<file path="config.mk">
export PLATFORM = sky130hd
export DESIGN_NAME = csi_escape_sequence_parser
export DESIGN_NICKNAME = d
export VERILOG_FILES = /design/src/rtl/csiesp_pkg.sv /design/src/rtl/csiesp_skid.sv /design/src/rtl/csi_escape_sequence_parser.sv
export VERILOG_INCLUDE_DIRS = /design/src /design/src/rtl
export SDC_FILE = /design/constraint.sdc
export NUM_CORES = 1
export LEC_CHECK = 0
export BUFFER_PORTS_ARGS = -buffer_cell sky130_fd_sc_hd__buf_2
export CORE_MARGIN = 2
export CORE_UTILIZATION = 61
export CTS_BUF_LIST = sky130_fd_sc_hd__clkbuf_8
export DETAILED_ROUTE_END_ITERATION = 16
export GPL_TIMING_DRIVEN = 0
export PLACE_DENSITY = 0.81
export SLEW_MARGIN = 20
export SYNTH_ARGS = -nofsm -noshare
export SYNTH_HDL_FRONTEND = slang
export SYNTH_HIERARCHICAL = 1
export SYNTH_SLANG_ARGS = --single-unit
</file>
<file path="constraint.sdc">
create_clock -name aclk -period 4.27 [get_ports aclk]
set_input_delay 0.2135 -clock aclk [delete_from_list [all_inputs] [get_ports aclk]]
set_output_delay 0.2135 -clock aclk [all_outputs]
set_load 0.02 [all_outputs]
</file>
<file path="src/rtl/csi_escape_sequence_parser_assert.svh">
// Assertion macros used by the parser RTL.
`ifndef CSI_ESCAPE_SEQUENCE_PARSER_ASSERT_SVH
`define CSI_ESCAPE_SEQUENCE_PARSER_ASSERT_SVH

// Same-cycle implication on aclk, off while in reset.
`define CSIESP_ASSERT_SAME(label, ante, cons, msg) \
    label: assert property (@(posedge aclk) disable iff (!aresetn) (ante) |-> (cons)) \
        else $error(msg);

// Next-cycle implication on aclk, off while in reset.
`define CSIESP_ASSERT_NEXT(label, ante, cons, msg) \
    label: assert property (@(posedge aclk) disable iff (!aresetn) (ante) |=> (cons)) \
        else $error(msg);

`endif

</file>
<file path="src/rtl/csiesp_pkg.sv">
`default_nettype none

package csiesp_pkg;

    typedef struct packed {
        logic [7:0]  data_byte;
        logic        last_byte;
        logic [15:0] base_position;
    } in_beat_t;

    typedef struct packed {
        logic [1:0]  status;
        logic [7:0]  command_byte;
        logic [15:0] mode_value;
        logic        mode_present;
        logic [15:0] start_position;
        logic [15:0] end_position;
        logic        erase_request;
    } out_beat_t;

    typedef enum logic [3:0] {
        PH_ESC     = 4'b0001,
        PH_BRACKET = 4'b0010,
        PH_PARAMS  = 4'b0100,
        PH_SKIP    = 4'b1000
    } phase_t;

    localparam logic [1:0] ST_COMPLETE   = 2'd0;
    localparam logic [1:0] ST_INCOMPLETE = 2'd1;
    localparam logic [1:0] ST_NOT_CSI    = 2'd2;

    localparam logic [7:0] CH_ESC      = 8'h1B;
    localparam logic [7:0] CH_BRACKET  = 8'h5B;
    localparam logic [7:0] CH_SEMI     = 8'h3B;
    localparam logic [7:0] CH_COLON    = 8'h3A;
    localparam logic [7:0] CH_NUL      = 8'h00;
    localparam logic [7:0] CH_ZERO     = 8'h30;
    localparam logic [7:0] CH_NINE     = 8'h39;
    localparam logic [7:0] CH_ERASE_K  = 8'h4B;
    localparam logic [7:0] CH_ERASE_J  = 8'h4A;
    localparam logic [7:0] FINAL_LO    = 8'h40;
    localparam logic [7:0] FINAL_HI    = 8'h7E;

    localparam logic [15:0] MODE_MAX   = 16'hFFFF;

endpackage

`default_nettype wire

</file>
<file path="src/rtl/csiesp_skid.sv">
`default_nettype none

module csiesp_skid
    import csiesp_pkg::*;
(
    input  wire logic     aclk,
    input  wire logic     aresetn,
    input  wire logic     in_valid,
    output logic          in_ready,
    input  wire in_beat_t in_beat,
    output logic          out_valid,
    input  wire logic     out_ready,
    output in_beat_t      out_beat
);

    logic     main_valid_reg;
    logic     spare_valid_reg;
    in_beat_t main_reg;
    in_beat_t spare_reg;
    logic     in_fire;
    logic     drain;

    assign in_ready  = !spare_valid_reg;
    assign in_fire   = in_valid && !spare_valid_reg;
    assign drain     = out_ready || !main_valid_reg;
    assign out_valid = main_valid_reg;
    assign out_beat  = main_reg;

    always_ff @(posedge aclk) begin
        if (!aresetn) begin
            main_valid_reg  <= 1'b0;
            spare_valid_reg <= 1'b0;
        end else if (drain) begin
            if (spare_valid_reg) begin
                main_valid_reg  <= 1'b1;
                spare_valid_reg <= 1'b0;
            end else begin
                main_valid_reg <= in_fire;
            end
        end else if (in_fire) begin
            spare_valid_reg <= 1'b1;
        end
    end

    always_ff @(posedge aclk) begin
        if (drain) begin
            if (spare_valid_reg) begin
                main_reg <= spare_reg;
            end else if (in_fire) begin
                main_reg <= in_beat;
            end
        end else if (in_fire) begin
            spare_reg <= in_beat;
        end
    end

endmodule

`default_nettype wire

</file>
<file path="src/rtl/csi_escape_sequence_parser.sv">
// Results are registered: m_valid rises in the cycle after the parser takes the beat that completes it.
// Throughput: one input beat per cycle while m_ready is high; one x10 parse update per cycle.
// A held result stalls the parser; s_ready is registered and drops once the skid stage is full.
// Reset: aresetn is synchronous and active low; it empties both stages and
// rearms the parser to expect an escape byte at the start of a new buffer.
`default_nettype none
`include "csi_escape_sequence_parser_assert.svh"

module csi_escape_sequence_parser
    import csiesp_pkg::*;
#(
    parameter int POSITION_WIDTH = 16
) (
    input  wire logic      aclk,
    input  wire logic      aresetn,
    input  wire logic      s_valid,
    output logic           s_ready,
    input  wire in_beat_t  s_beat,
    output logic           m_valid,
    input  wire logic      m_ready,
    output out_beat_t      m_beat
);

    localparam int EXT_W = POSITION_WIDTH + 16;

    logic     core_valid;
    logic     core_ready;
    in_beat_t core_beat;
    logic     core_fire;

    csiesp_skid u_skid (
        .aclk      (aclk),
        .aresetn   (aresetn),
        .in_valid  (s_valid),
        .in_ready  (s_ready),
        .in_beat   (s_beat),
        .out_valid (core_valid),
        .out_ready (core_ready),
        .out_beat  (core_beat)
    );

    phase_t                    phase_reg, phase_next;
    logic                      escape_ok_reg, escape_ok_next;
    logic [15:0]               acc_reg, acc_next;
    logic                      closed_reg, closed_next;
    logic                      bad_reg, bad_next;
    logic [POSITION_WIDTH-1:0] offset_reg, offset_next;
    logic [POSITION_WIDTH-1:0] start_reg, start_next;
    logic                      m_valid_reg;
    out_beat_t                 m_beat_reg;
    logic                      res_valid;
    out_beat_t                 res_beat;

    logic [7:0]                b;
    logic [EXT_W-1:0]          base_ext;
    logic [EXT_W-1:0]          start_ext;
    logic [EXT_W-1:0]          end_ext;
    logic [POSITION_WIDTH-1:0] end_pos;
    logic [19:0]               acc_sum;
    logic                      present;

    assign core_ready = !m_valid_reg || m_ready;
    assign core_fire  = core_valid && core_ready;
    assign m_valid    = m_valid_reg;
    assign m_beat     = m_beat_reg;

    assign b         = core_beat.data_byte;
    assign base_ext  = EXT_W'(core_beat.base_position);
    assign start_ext = EXT_W'(start_reg);
    assign end_pos   = start_reg + offset_reg + POSITION_WIDTH'(1);
    assign end_ext   = EXT_W'(end_pos);
    assign acc_sum   = {1'b0, acc_reg, 3'b000} + {3'b000, acc_reg, 1'b0}
                     + 20'(b - CH_ZERO);
    assign present   = !bad_reg;

    always_comb begin
        phase_next     = phase_reg;
        escape_ok_next = escape_ok_reg;
        acc_next       = acc_reg;
        closed_next    = closed_reg;
        bad_next       = bad_reg;
        offset_next    = offset_reg;
        start_next     = start_reg;
        res_valid      = 1'b0;
        res_beat       = '0;

        case (phase_reg)
            PH_ESC: begin
                escape_ok_next = 1'b0;
                acc_next       = '0;
                closed_next    = 1'b0;
                bad_next       = 1'b0;
                offset_next    = '0;
                start_next     = base_ext[POSITION_WIDTH-1:0];
                if (core_beat.last_byte) begin
                    res_valid       = 1'b1;
                    res_beat.status = ST_INCOMPLETE;
                end else begin
                    escape_ok_next = (b == CH_ESC);
                    offset_next    = POSITION_WIDTH'(1);
                    phase_next     = PH_BRACKET;
                end
            end
            PH_BRACKET: begin
                if (!escape_ok_reg || (b != CH_BRACKET)) begin
                    res_valid       = 1'b1;
                    res_beat.status = ST_NOT_CSI;
                    phase_next      = PH_SKIP;
                end else if (core_beat.last_byte) begin
                    res_valid       = 1'b1;
                    res_beat.status = ST_INCOMPLETE;
                end else begin
                    phase_next = PH_PARAMS;
                end
                offset_next = offset_reg + POSITION_WIDTH'(1);
            end
            PH_PARAMS: begin
                if (b inside {[FINAL_LO:FINAL_HI]}) begin
                    res_valid               = 1'b1;
                    res_beat.status         = ST_COMPLETE;
                    res_beat.command_byte   = b;
                    res_beat.mode_value     = present ? acc_reg : 16'd0;
                    res_beat.mode_present   = present;
                    res_beat.start_position = start_ext[15:0];
                    res_beat.end_position   = end_ext[15:0];
                    res_beat.erase_request  = present
                                            && ((b == CH_ERASE_K) || (b == CH_ERASE_J));
                    phase_next              = PH_SKIP;
                end else begin
                    if (!closed_reg && !bad_reg) begin
                        if (b inside {[CH_ZERO:CH_NINE]}) begin
                            acc_next = (acc_sum[19:16] != 4'd0) ? MODE_MAX : acc_sum[15:0];
                        end else if (b inside {CH_SEMI, CH_COLON, CH_NUL}) begin
                            closed_next = 1'b1;
                        end else begin
                            bad_next = 1'b1;
                        end
                    end
                    if (core_beat.last_byte) begin
                        res_valid       = 1'b1;
                        res_beat.status = ST_INCOMPLETE;
                    end
                end
                offset_next = offset_reg + POSITION_WIDTH'(1);
            end
            PH_SKIP: begin
                phase_next = PH_SKIP;
            end
            default: begin
                phase_next = PH_ESC;
            end
        endcase

        if (core_beat.last_byte) begin
            phase_next = PH_ESC;
        end
    end

    always_ff @(posedge aclk) begin
        if (!aresetn) begin
            phase_reg     <= PH_ESC;
            escape_ok_reg <= 1'b0;
            acc_reg       <= '0;
            closed_reg    <= 1'b0;
            bad_reg       <= 1'b0;
            offset_reg    <= '0;
            start_reg     <= '0;
            m_valid_reg   <= 1'b0;
        end else begin
            if (core_fire) begin
                phase_reg     <= phase_next;
                escape_ok_reg <= escape_ok_next;
                acc_reg       <= acc_next;
                closed_reg    <= closed_next;
                bad_reg       <= bad_next;
                offset_reg    <= offset_next;
                start_reg     <= start_next;
                m_valid_reg   <= res_valid;
            end else if (m_ready) begin
                m_valid_reg <= 1'b0;
            end
        end
    end

    always_ff @(posedge aclk) begin
        if (core_fire && res_valid) begin
            m_beat_reg <= res_beat;
        end
    end

    `CSIESP_ASSERT_SAME(a_erase_needs_mode, m_valid && m_beat.erase_request,
        m_beat.mode_present, "erase request without a well formed mode")
    `CSIESP_ASSERT_SAME(a_short_result_clear,
        m_valid && (m_beat.status != ST_COMPLETE),
        (m_beat.mode_present == 1'b0) && (m_beat.end_position == 16'd0),
        "incomplete or not-CSI result carries fields")
    `CSIESP_ASSERT_NEXT(a_last_rearms, core_fire && core_beat.last_byte,
        phase_reg == PH_ESC, "last beat did not rearm the parser")
    `CSIESP_ASSERT_NEXT(a_esc_advances,
        core_fire && (phase_reg == PH_ESC) && !core_beat.last_byte,
        phase_reg == PH_BRACKET, "first beat did not advance to bracket check")

endmodule

`default_nettype wire
</file>
==> reports/results.ini <==
[hold_path]
worstHoldPathCells = 4
hold_path_end = m_valid
worstHoldStart = m_ready
class_of_the_worst_hold_path = input port to register

[timing]
setup_viol = 0
fin_worst_skew_ns = 0.0129
measured_slew_at_the_worst_slew_check_pin_ns = 1.03
finalHoldViolCount = 0
achievable-frequency_ghz = 0.243
finalCriticalPeriod_ns = 4.12
min_period_over_period_pct = 96.4
setup_tns_ns = 0
report.final.slew_viol_count = 0
timing.slew.headroom_pct = 31.6

[cts]
tritoncts_num_sinks = 168
cts_tree = done
clk_pin_slew_ns = 0.10
max-clock-path-buffers = 2
clkLatencyLatePin_ns = 0.47
cts-htree-levels = 4
cts-root-buf = sky130_fd_sc_hd__clkbuf_8
tritoncts.num_buffers = 17

[global_route]
grt_max_degree = 43
grtUsageTotal_pct = 27.8
global_route.overflow_total = 0
global_route_wire_length_before_repair_mm = 32.3
antenna_found_initial = 0
first_global_vias = 6544

[synthesis]
yosysWarnings = 6
dominant_combinational_cell_family_by_area_after_synthesis = simple AND/OR/NAND/NOR gates
synth.top_cells.by_area = sky130_fd_sc_hd__edfxtp_1 (38%), sky130_fd_sc_hd__dfxtp_1 (13%), sky130_fd_sc_hd__ha_1 (5.8%)
simple_logic_cell_fraction_of_the_synthesized_area_pct = 14.6
synthFlopType = sky130_fd_sc_hd__edfxtp_1
yosys.area_share.xor_xnor_pct = 3.42
synth_edf_count = 110
yosys.area.top_type_share_pct = 38.1
ys_types = 75
yosys.area_share.adder_pct = 9.47
netlist_area_before_placement_um2 = 8660
asyncSetResetFlopFracSynth_pct = 0
syn-instance-count = 783
ys_ff_latch = 168
avgSynthCellArea_um2 = 11.1
syn_nets = 868
yosys-mux-area-fraction_pct = 3.74
synth-seq-area-share_pct = 51.5
synth_top_cell_by_area = sky130_fd_sc_hd__edfxtp_1
synth_compound_area_share_pct = 13.8

[drt]
dr.pass1.iters = 6
initialDrtViolationCount = 609
route.detailed.vias_per_inst = 5.96
vias = 6675
per_cell_routed_wire_length_um = 18.3
drc = 0
routed_wl_mm = 20.5
ant_nets = 0

[placed_design]
numPlacedInstances = 1056
place_hpwl_mm = 14.6
finalWeightedCongestion = 0.950
io_buffers = 90

[finish]
layout.filler_cells = 973
final_layout_size_suffix_gt1_share_pct = 20.6
flow.area_growth_from_synthesis_pct = 16.9
fin_cells = 1120
num-nets-final = 1012
insertedDiodeCount = 0
largest_register_ff_count = 60

[setup_path]
r2r_path_end = acc_reg[6]
ff2ff_setup_slack_ns = 0.15
rr_worst_depth = 14
reg2reg_from = u_skid/out_beat[21]
timing.critical_path.required_ns = 4.60
startpoint_type = register
cp-end-kind = register
timing.critical_path.fanout_max = 10
timing.critical_path.from = u_skid/out_beat[21]
crit_arrival_ns = 4.45
worst-setup-path-type = register to register

[die]
placement_rows = 43
design.portCount = 91
die_area_um2 = 15200
die_y_um = 123
fp.coreArea_um2 = 13900
die_w_um = 123
floorplan.initialDensity_pct = 62.4

[run]
max_cap_violations = 0

[status]
run_status = finished clean

[power_and_ir_drop]
power_density_nw_per_um2 = 318
irDropWorstVdd_v = 0.000302
p_leak_nw = 4.09

## synth_stat cells, drive strengths merged (3+ instances only)
library cell  count
nand2            66
nor2b             4
a211oi           10
nand4             4
clkbuf           18
and2             23
nand3             8
a2111oi           3
a41oi             3
xnor2            15
inv              35
nand2b           10
nor4              4
a21o             15
dfxtp            58
or2               4
xor2             18
or3               7
a21oi            74
nor3             20
nor2             62
o21a              7
o22ai             4
edfxtp          110
fa               16
nor3b             5
buf              13
and3             18
o21ai            24
a311oi           17
or4               3
mux2             25
o2111ai           3
ha               40
a31oi             6
## critical path, cell delays in order, from the launching register on
cell                         delay, ns
sky130_fd_sc_hd__edfxtp_1         0.45
sky130_fd_sc_hd__ha_2             0.25
sky130_fd_sc_hd__or3_4            0.39
sky130_fd_sc_hd__clkinvlp_4       0.18
sky130_fd_sc_hd__fa_1             0.44
sky130_fd_sc_hd__ha_1             0.29
sky130_fd_sc_hd__buf_2            0.18
sky130_fd_sc_hd__nand3_2          0.14
sky130_fd_sc_hd__o22ai_2          0.28
sky130_fd_sc_hd__nor2_1           0.14
sky130_fd_sc_hd__and4b_1          0.20
sky130_fd_sc_hd__or4_4            0.55
sky130_fd_sc_hd__nor2_4           0.20
sky130_fd_sc_hd__buf_6            0.17
sky130_fd_sc_hd__a311oi_1         0.10
## through the flow
| stage | total power [mW] | utilization, % | hold slack, ns | cell area (um^2) | setup WS [ns] |
|---|---|---|---|---|---|
| floorplan | 2.00 | - | 0.275 | 8660 | 0.363 |
| global placement | 2.08 | 67.3 | 0.407 | 9340 | -0.126 |
| detailed placement | 2.09 | 67.6 | 0.405 | 9390 | -0.295 |
| CTS | 3.21 | 72.6 | 0.0335 | 10100 | 0.0134 |
| global route | 3.32 | 72.9 | 0.0846 | 10100 | -0.0124 |
| finish | 3.22 | 72.9 | 0.0908 | 10100 | 0.154 |
## how the worst max path moves through the flow
stage | cells after the start | slack, ns | end
global placement | 13 | -0.13 | acc_reg[4]
detailed placement | 13 | -0.29 | acc_reg[6]
floorplan | 14 | 0.36 | acc_reg[10]
finish | 14 | 0.15 | acc_reg[6]
CTS | 15 | 0.01 | acc_reg[6]
global route | 12 | -0.01 | acc_reg[15]
## final cells by class
| cell class | count | area [um^2] | area share, % |
|---|---|---|---|
| Buffer | 30 | 160 | 1.58 |
| Clock buffer | 18 | 248 | 2.45 |
| Clock inverter | 14 | 141 | 1.40 |
| Inverter | 35 | 135 | 1.33 |
| Multi-Input combinational cell | 549 | 3950 | 39.0 |
| Sequential cell | 168 | 4460 | 44.1 |
| Tap cell | 180 | 225 | 2.22 |
| Timing Repair Buffer | 126 | 798 | 7.88 |
## power breakdown
group / leakage, nW / switching (mW) / internal [mW]
logic: 2.37 / 0.181 / 0.121
registers: 1.52 / 0.0250 / 1.77
clock network: 0.205 / 0.632 / 0.494
total: 4.09 / 0.838 / 2.38
## cell families (layout without fill, tap and decap cells)
| kind of cell | count (synthesis) | after routing |
|---|---|---|
| compound gates | 184 | 184 |
| xor+xnor | 33 | 33 |
| fa+ha+maj | 56 | 56 |
| buf+inv | 66 | 223 |
| flops | 168 | 168 |
| mux | 27 | 27 |
| other cells | 1 | 1 |
| simple gates | 248 | 248 |
## metal layers
layer / GRT usage, % / vias to the layer above / routed length, um
li1: - / 3165 / -
met1: 36.2 / 3218 / 8750
met2: 45.4 / 245 / 9830
met3: 6.69 / 47 / 1370
met4: 10.2 / 0 / 537
met5: 0 / - / 0
## layout by cell type, fill, tap and decap left out, types with 23 or more instances in the layout
| master | netlist | routed |
|---|---|---|
| sky130_fd_sc_hd__a21oi_1 | 73 | 73 |
| sky130_fd_sc_hd__and2_1 | 23 | 23 |
| sky130_fd_sc_hd__buf_2 | 7 | 97 |
| sky130_fd_sc_hd__dfxtp_1 | 58 | 58 |
| sky130_fd_sc_hd__dlygate4sd3_1 | 0 | 26 |
| sky130_fd_sc_hd__edfxtp_1 | 110 | 110 |
| sky130_fd_sc_hd__ha_1 | 40 | 37 |
| sky130_fd_sc_hd__inv_1 | 35 | 35 |
| sky130_fd_sc_hd__nand2_1 | 66 | 66 |
| sky130_fd_sc_hd__nor2_1 | 61 | 61 |
## repair_timing
item / in CTS / in global routing
resized for setup: 3 / 7
hold buffers: 26 / 0
pin swaps: 1 / 1
gates cloned: 0 / 0
endpoints found under the hold margin: 26 / 0
endpoints found under the setup margin: 16 / 16
buffers inserted: 4 / 3
(Power assumes the default switching activity.)
